File: src/rtl/s256_pkg.sv
// s256_pkg: shared types, constants and helper functions for the sha-256 stream hasher
// no dependencies; imported by s256_round and sha256_stream_hasher
`default_nettype none

package s256_pkg;

  typedef logic [7:0][31:0] hash_t;

  typedef struct packed {
    logic [7:0] data_byte;
    logic       byte_present;
    logic       end_of_message;
  } in_t;

  typedef struct packed {
    logic [63:0] digest_part;
    logic [1:0]  part_index;
    logic        last_part;
  } out_t;

  // taps of the 16-word schedule window for one round
  typedef struct packed {
    logic [31:0] w0;
    logic [31:0] w1;
    logic [31:0] w9;
    logic [31:0] w14;
  } sched_t;

  localparam logic [7:0] PAD_MARK = 8'h80;

  localparam hash_t INIT_H = {
    32'h5be0cd19, 32'h1f83d9ab, 32'h9b05688c, 32'h510e527f,
    32'ha54ff53a, 32'h3c6ef372, 32'hbb67ae85, 32'h6a09e667
  };

  localparam logic [31:0] ROUND_K [64] = '{
    32'h428a2f98, 32'h71374491, 32'hb5c0fbcf, 32'he9b5dba5,
    32'h3956c25b, 32'h59f111f1, 32'h923f82a4, 32'hab1c5ed5,
    32'hd807aa98, 32'h12835b01, 32'h243185be, 32'h550c7dc3,
    32'h72be5d74, 32'h80deb1fe, 32'h9bdc06a7, 32'hc19bf174,
    32'he49b69c1, 32'hefbe4786, 32'h0fc19dc6, 32'h240ca1cc,
    32'h2de92c6f, 32'h4a7484aa, 32'h5cb0a9dc, 32'h76f988da,
    32'h983e5152, 32'ha831c66d, 32'hb00327c8, 32'hbf597fc7,
    32'hc6e00bf3, 32'hd5a79147, 32'h06ca6351, 32'h14292967,
    32'h27b70a85, 32'h2e1b2138, 32'h4d2c6dfc, 32'h53380d13,
    32'h650a7354, 32'h766a0abb, 32'h81c2c92e, 32'h92722c85,
    32'ha2bfe8a1, 32'ha81a664b, 32'hc24b8b70, 32'hc76c51a3,
    32'hd192e819, 32'hd6990624, 32'hf40e3585, 32'h106aa070,
    32'h19a4c116, 32'h1e376c08, 32'h2748774c, 32'h34b0bcb5,
    32'h391c0cb3, 32'h4ed8aa4a, 32'h5b9cca4f, 32'h682e6ff3,
    32'h748f82ee, 32'h78a5636f, 32'h84c87814, 32'h8cc70208,
    32'h90befffa, 32'ha4506ceb, 32'hbef9a3f7, 32'hc67178f2
  };

  function automatic logic [31:0] big_sigma0(input logic [31:0] x);
    return {x[1:0], x[31:2]} ^ {x[12:0], x[31:13]} ^ {x[21:0], x[31:22]};
  endfunction

  function automatic logic [31:0] big_sigma1(input logic [31:0] x);
    return {x[5:0], x[31:6]} ^ {x[10:0], x[31:11]} ^ {x[24:0], x[31:25]};
  endfunction

  function automatic logic [31:0] small_sigma0(input logic [31:0] x);
    return {x[6:0], x[31:7]} ^ {x[17:0], x[31:18]} ^ {3'b000, x[31:3]};
  endfunction

  function automatic logic [31:0] small_sigma1(input logic [31:0] x);
    return {x[16:0], x[31:17]} ^ {x[18:0], x[31:19]} ^ {10'b0, x[31:10]};
  endfunction

endpackage

`default_nettype wire

File: src/rtl/s256_round.sv
// s256_round: one sha-256 compression round and the next schedule word
// depends on s256_pkg
`default_nettype none

module s256_round import s256_pkg::*; (
  input  wire hash_t       work_i,
  input  wire logic [31:0] k_i,
  input  wire sched_t      sched_i,
  output hash_t            work_o,
  output logic [31:0]      w_new_o
);

  logic [31:0] t1;
  logic [31:0] t2;
  logic [31:0] ch;
  logic [31:0] maj;

  always_comb begin
    ch  = (work_i[4] & work_i[5]) ^ (~work_i[4] & work_i[6]);
    maj = (work_i[0] & work_i[1]) ^ (work_i[0] & work_i[2]) ^ (work_i[1] & work_i[2]);
    t1  = work_i[7] + big_sigma1(work_i[4]) + ch + k_i + sched_i.w0;
    t2  = big_sigma0(work_i[0]) + maj;
    work_o[0] = t1 + t2;
    work_o[1] = work_i[0];
    work_o[2] = work_i[1];
    work_o[3] = work_i[2];
    work_o[4] = work_i[3] + t1;
    work_o[5] = work_i[4];
    work_o[6] = work_i[5];
    work_o[7] = work_i[6];
    w_new_o = small_sigma1(sched_i.w14) + sched_i.w9 + small_sigma0(sched_i.w1) + sched_i.w0;
  end

endmodule

`default_nettype wire

File: src/rtl/sha256_stream_hasher.sv
// sha256_stream_hasher: byte-serial sha-256 with padding and four-part digest output
// depends on s256_pkg and s256_round
//
//   port group   dir  handshake                  word
//   in_*         in   in_valid_i / in_ready_o    in_t: data_byte, byte_present, end_of_message
//   out_*        out  out_valid_o / out_ready_i  out_t: digest_part, part_index, last_part
//
// one word in per cycle while idle; the 64th byte of a block stalls the input while the
// single shared round unit runs its 64 rounds and the chaining update
// end of message: marker byte, zero padding and the 64-bit length are shifted in, with an
// extra block compressed if 56 or more bytes were in it; the last block is then compressed
// and four digest words go out, one per output handshake; no input word is taken meanwhile
// reset restores the initial hash values and clears length and fill count
`default_nettype none

module sha256_stream_hasher import s256_pkg::*; (
  input  wire logic clk_i,
  input  wire logic rst_ni,
  input  wire logic in_valid_i,
  output logic      in_ready_o,
  input  wire in_t  in_data_i,
  output logic      out_valid_o,
  input  wire logic out_ready_i,
  output out_t      out_data_o
);

  localparam logic [2:0] ST_IDLE = 3'd0;
  localparam logic [2:0] ST_MARK = 3'd1;
  localparam logic [2:0] ST_ZERO = 3'd2;
  localparam logic [2:0] ST_LEN  = 3'd3;
  localparam logic [2:0] ST_COMP = 3'd4;
  localparam logic [2:0] ST_FIN  = 3'd5;
  localparam logic [2:0] ST_OUT  = 3'd6;

  logic [2:0]   state_q, state_d;
  logic [2:0]   ret_q, ret_d;
  logic [6:0]   fill_q, fill_d;
  logic [63:0]  bitlen_q, bitlen_d;
  logic [5:0]   round_q, round_d;
  logic [1:0]   part_q, part_d;
  hash_t        chain_q, chain_d;
  hash_t        work_q, work_d;
  logic [511:0] blk_q, blk_d;

  logic         do_shift;
  logic [7:0]   shift_byte;
  hash_t        work_next;
  logic [31:0]  w_new;
  sched_t       sched;

  assign sched.w0  = blk_q[511:480];
  assign sched.w1  = blk_q[479:448];
  assign sched.w9  = blk_q[223:192];
  assign sched.w14 = blk_q[63:32];

  s256_round u_round (
    .work_i  (work_q),
    .k_i     (ROUND_K[round_q]),
    .sched_i (sched),
    .work_o  (work_next),
    .w_new_o (w_new)
  );

  always_comb begin
    state_d    = state_q;
    ret_d      = ret_q;
    fill_d     = fill_q;
    bitlen_d   = bitlen_q;
    round_d    = round_q;
    part_d     = part_q;
    chain_d    = chain_q;
    work_d     = work_q;
    blk_d      = blk_q;
    do_shift   = 1'b0;
    shift_byte = 8'h00;
    case (state_q)
      ST_IDLE: begin
        if (in_valid_i) begin
          if (in_data_i.byte_present) begin
            do_shift   = 1'b1;
            shift_byte = in_data_i.data_byte;
            bitlen_d   = bitlen_q + 64'd8;
            fill_d     = fill_q + 7'd1;
          end
          if (in_data_i.byte_present && (fill_q == 7'd63)) begin
            state_d = ST_COMP;
            ret_d   = in_data_i.end_of_message ? ST_MARK : ST_IDLE;
            fill_d  = '0;
            work_d  = chain_q;
            round_d = '0;
          end else if (in_data_i.end_of_message) begin
            state_d = ST_MARK;
          end
        end
      end
      ST_MARK: begin
        do_shift   = 1'b1;
        shift_byte = PAD_MARK;
        fill_d     = fill_q + 7'd1;
        state_d    = ST_ZERO;
      end
      ST_ZERO: begin
        if (fill_q == 7'd56) begin
          state_d = ST_LEN;
        end else if (fill_q == 7'd64) begin
          state_d = ST_COMP;
          ret_d   = ST_ZERO;
          fill_d  = '0;
          work_d  = chain_q;
          round_d = '0;
        end else begin
          do_shift = 1'b1;
          fill_d   = fill_q + 7'd1;
        end
      end
      ST_LEN: begin
        do_shift   = 1'b1;
        shift_byte = bitlen_q[63:56];
        bitlen_d   = {bitlen_q[55:0], 8'h00};
        fill_d     = fill_q + 7'd1;
        if (fill_q == 7'd63) begin
          state_d = ST_COMP;
          ret_d   = ST_OUT;
          fill_d  = '0;
          work_d  = chain_q;
          round_d = '0;
        end
      end
      ST_COMP: begin
        work_d  = work_next;
        blk_d   = {blk_q[479:0], w_new};
        round_d = round_q + 6'd1;
        if (round_q == 6'd63) begin
          state_d = ST_FIN;
        end
      end
      ST_FIN: begin
        for (int i = 0; i < 8; i++) begin
          chain_d[i] = chain_q[i] + work_q[i];
        end
        part_d  = '0;
        state_d = ret_q;
      end
      ST_OUT: begin
        if (out_ready_i) begin
          part_d = part_q + 2'd1;
          for (int i = 0; i < 6; i++) begin
            chain_d[i] = chain_q[i+2];
          end
          if (part_q == 2'd3) begin
            chain_d  = INIT_H;
            bitlen_d = '0;
            fill_d   = '0;
            state_d  = ST_IDLE;
          end
        end
      end
      default: begin
        state_d = ST_IDLE;
      end
    endcase
    if (do_shift) begin
      blk_d = {blk_q[503:0], shift_byte};
    end
  end

  always_ff @(posedge clk_i or negedge rst_ni) begin
    if (!rst_ni) begin
      state_q  <= ST_IDLE;
      ret_q    <= ST_IDLE;
      fill_q   <= '0;
      bitlen_q <= '0;
      round_q  <= '0;
      part_q   <= '0;
      chain_q  <= INIT_H;
    end else begin
      state_q  <= state_d;
      ret_q    <= ret_d;
      fill_q   <= fill_d;
      bitlen_q <= bitlen_d;
      round_q  <= round_d;
      part_q   <= part_d;
      chain_q  <= chain_d;
    end
  end

  always_ff @(posedge clk_i) begin
    work_q <= work_d;
    blk_q  <= blk_d;
  end

  assign in_ready_o             = (state_q == ST_IDLE);
  assign out_valid_o            = (state_q == ST_OUT);
  assign out_data_o.digest_part = {chain_q[0], chain_q[1]};
  assign out_data_o.part_index  = part_q;
  assign out_data_o.last_part   = (part_q == 2'd3);

  // fill count never passes a full block
  a_fill_range: assert property (@(posedge clk_i) disable iff (!rst_ni)
    fill_q <= 7'd64)
    else $error("fill count out of range");

  // the chaining update follows the last of 64 rounds
  a_fin_after_round: assert property (@(posedge clk_i) disable iff (!rst_ni)
    (state_q == ST_FIN) |-> ($past(state_q) == ST_COMP && $past(round_q) == 6'd63))
    else $error("chaining update without full compression");

  // last digest word leaves the hasher ready for a new message
  a_restart: assert property (@(posedge clk_i) disable iff (!rst_ni)
    (out_valid_o && out_ready_i && out_data_o.last_part)
      |=> (in_ready_o && fill_q == 7'd0 && bitlen_q == 64'd0 && chain_q == INIT_H))
    else $error("state not restored after digest");

  // input and output never both open
  a_one_side: assert property (@(posedge clk_i) disable iff (!rst_ni)
    !(in_ready_o && out_valid_o))
    else $error("input and output open together");

endmodule

`default_nettype wire
File: config.mk
export PLATFORM = sky130hd
export DESIGN_NAME = sha256_stream_hasher
export DESIGN_NICKNAME = d
export VERILOG_FILES = /design/src/rtl/s256_pkg.sv /design/src/rtl/s256_round.sv /design/src/rtl/sha256_stream_hasher.sv
export SDC_FILE = /design/constraint.sdc
export NUM_CORES = 2
export LEC_CHECK = 0
export ABC_CLOCK_PERIOD_IN_PS = 56500
export BUFFER_PORTS_ARGS = -buffer_cell sky130_fd_sc_hd__buf_2
export CORE_MARGIN = 4
export CORE_UTILIZATION = 35
export DETAILED_ROUTE_END_ITERATION = 7
export PLACE_DENSITY = 0.49
export SYNTH_ARGS = -nofsm -noshare
export SYNTH_HDL_FRONTEND = slang
export SYNTH_SLANG_ARGS = --single-unit
File: constraint.sdc
create_clock -name clk_i -period 56.5 [get_ports clk_i]
set_input_delay 0 -clock clk_i [delete_from_list [all_inputs] [get_ports clk_i]]
set_output_delay 0 -clock clk_i [all_outputs]
set_load 0.02 [all_outputs]
==> metrics <==
clk sinks 1106; # setup viols final 0; IO buf count 82; hold crit path type input port to register; Synth cell types 101; CTS tree done; period utilisation layout 16.9%; root buf cell clkbuf_16; Slew Viols, Final 0; gr usage total 23.1%; Least-Margin Pin Slew 1.33 ns; EDFF count, synth 768; initial antenna violation count 6; Synth top area share 30.1%; row count 171; Avg WL per Cell 23.3 um; RSZ-0062 raised after global routing false; residual DRC count 0; Worst Path Arrival 10.22 ns; CP max stage delay 0.61 ns; Post-DP HPWL 189000 um; most frequent cell after synthesis nand2_1; CP Max Fanout 11; flops & latches, synth 1106; Worst Skew 0.0366 ns; Metal-1 WL 127000 um; Most common cell on crit path inv_1; Ys Warns 0; DR WL met3 19300 um; highest metal used met4; first-pass GRT wire length 396000 um; die area 0.227 mm2; final worst path period need 9.54 ns; Layout Nets 9102; leading area contributor after synthesis edfxtp_1; antenna-violating nets left 0; I/O Pins 83; fraction of layout cells with a size suffix above 1 7.22%; placer's final routability congestion estimate 0.942; asr flop ratio synth 30.6%; Filler Cells Inserted 22000; Synth Flop Type edfxtp_1; status finished clean; core area 0.218 mm2; GRT overflow 0; 1st-pass router iterations 7; Setup crit end kind register; final hold violation count 0; pre-CTS WS 47.13 ns; Setup crit start kind register; slowest CP cell ha_1; setup tns final 0 ns; Routed met2 length 114000 um; Initial Utilization 35.2%; area grow syn2layout 9.43%; cells after synthesis 8732; number of global-route vias before repair 59300; Die H 476 um; MaxCap Viol Count 0; Post-synth top cells nand2_1, edfxtp_1, o21ai_0; kind of critical path register to register; slew margin rel. 8.96%; 1st-iter DRT viols 6031; CTS buffer count 139; Max Freq 0.105 GHz; CTS Buffer Depth 3; Setup WS post-layout 46.96 ns; Seq/Total Area, Yosys 41.3%; die width 476 um; # Post-CTS Setup Buffers 0; via count 62700; largest net degree at the start of global routing 211; mean post-synth cell area 8.78 um2; drt via density 5.47; Routed WL 267000 um; largest cells by area after synthesis edfxtp_1, nand2_1, dfrtp_1, ha_1, fa_1; Post-Syn Area 0.0767 mm2; clk_lat worst skew 0.83 ns; CP required 57.17 ns; Synthesized Nets 9342; Max H-tree Level 4; PostCTS Resize Cnt 0; Reg clk slew, reported paths 0.06 ns
-- flip-flops by register name (all words and copies together), names as in the netlist --
register    count
fill_q          7
state_q         3
chain_q       192
round_q         6
out_data_o     64
bitlen_q       61
part_q          2
blk_q         512
ret_q           3
work_q        256
-- cell type report --
type / instances / area [um2] / share of cell area [%]
multi-input combinational: 6697 / 41400 / 49.3
sequential: 1106 / 31700 / 37.8
clock buffer: 190 / 3790 / 4.52
tap: 2854 / 3570 / 4.26
inverter: 363 / 1370 / 1.63
timing repair buffer: 185 / 1340 / 1.60
clock inverter: 64 / 738 / 0.880
antenna: 4 / 10.0 / 0.0119
-- what timing repair did --
item                                    4_1_cts  5_1_grt
endpoints found under the setup margin        0        0
endpoints found under the hold margin       127        0
hold buffers                                 17        0
-- through the flow --
| stage | hold slack (ns) | cell area (um2) | std cells | util (%) |
|---|---|---|---|---|
| after global routing | 0.130 | 83900 | 11500 | 38.6 |
| final | 0.133 | 83900 | 11500 | 38.6 |
| after global placement | -0.0797 | 79200 | 11200 | 36.4 |
| after floorplan | -0.296 | 76700 | 8732 | - |
| after detailed placement | -0.0763 | 79200 | 11200 | 36.4 |
| after CTS | 0.0390 | 83900 | 11500 | 38.6 |
-- cell usage in the layout (no fill, tap or decap), drive strengths merged, types with 166 or more instances in the layout --
cell type	n
nand2	2494
edfxtp	768
o21ai	604
a21oi	491
nor2	461
ha	399
xnor2	385
inv	367
dfrtp	202
fa	197
clkbuf	190
xor2	187
buf	169
a21o	166
-- cells by family after synthesis --
family	Yosys count	synth area share [%]
XOR/XNOR	572	6.55
AND/OR/NAND/NOR	3539	19.0
buffers and inverters	929	4.89
flip-flops	1106	41.3
AO/OA/AOI/OAI	1922	15.5
multiplexers	46	0.749
adder cells (fa/ha/maj)	618	11.9
-- critical path: cells and delay by family (launching register included) --
family                   cells  cell delay (ns)
AO/OA/AOI/OAI               15             3.57
adder cells (fa/ha/maj)      6             2.75
AND/OR/NAND/NOR              7             1.65
buffers and inverters        5             0.78
flip-flops                   1             0.38
XOR/XNOR                     1             0.24
-- final timing paths --
| path | start | cells past startpoint | to | slack (ns) |
|---|---|---|---|---|
| min | in_data_i[0] | 4 | state_q[2] | 0.13 |
| max reg2reg | round_q[0] | 34 | work_q[30] | 46.96 |
| max | round_q[0] | 34 | work_q[30] | 46.96 |
| min in group asynchronous | rst_ni | 4 | out_data_o[29] | 0.32 |
| max in group asynchronous | rst_ni | 6 | round_q[3] | 53.60 |
| min reg2reg | out_data_o[5] | 2 | out_data_o[5] | 0.48 |
-- metal layers --
layer	up-vias	global-route usage, %
met4	0	5.72
met1	30900	34.7
li1	29600	-
met2	1931	33.9
met5	-	0
met3	307	4.53
Power is not shown: default switching activity piles up to over one toggle a cycle in this logic, so the estimate is an artifact.
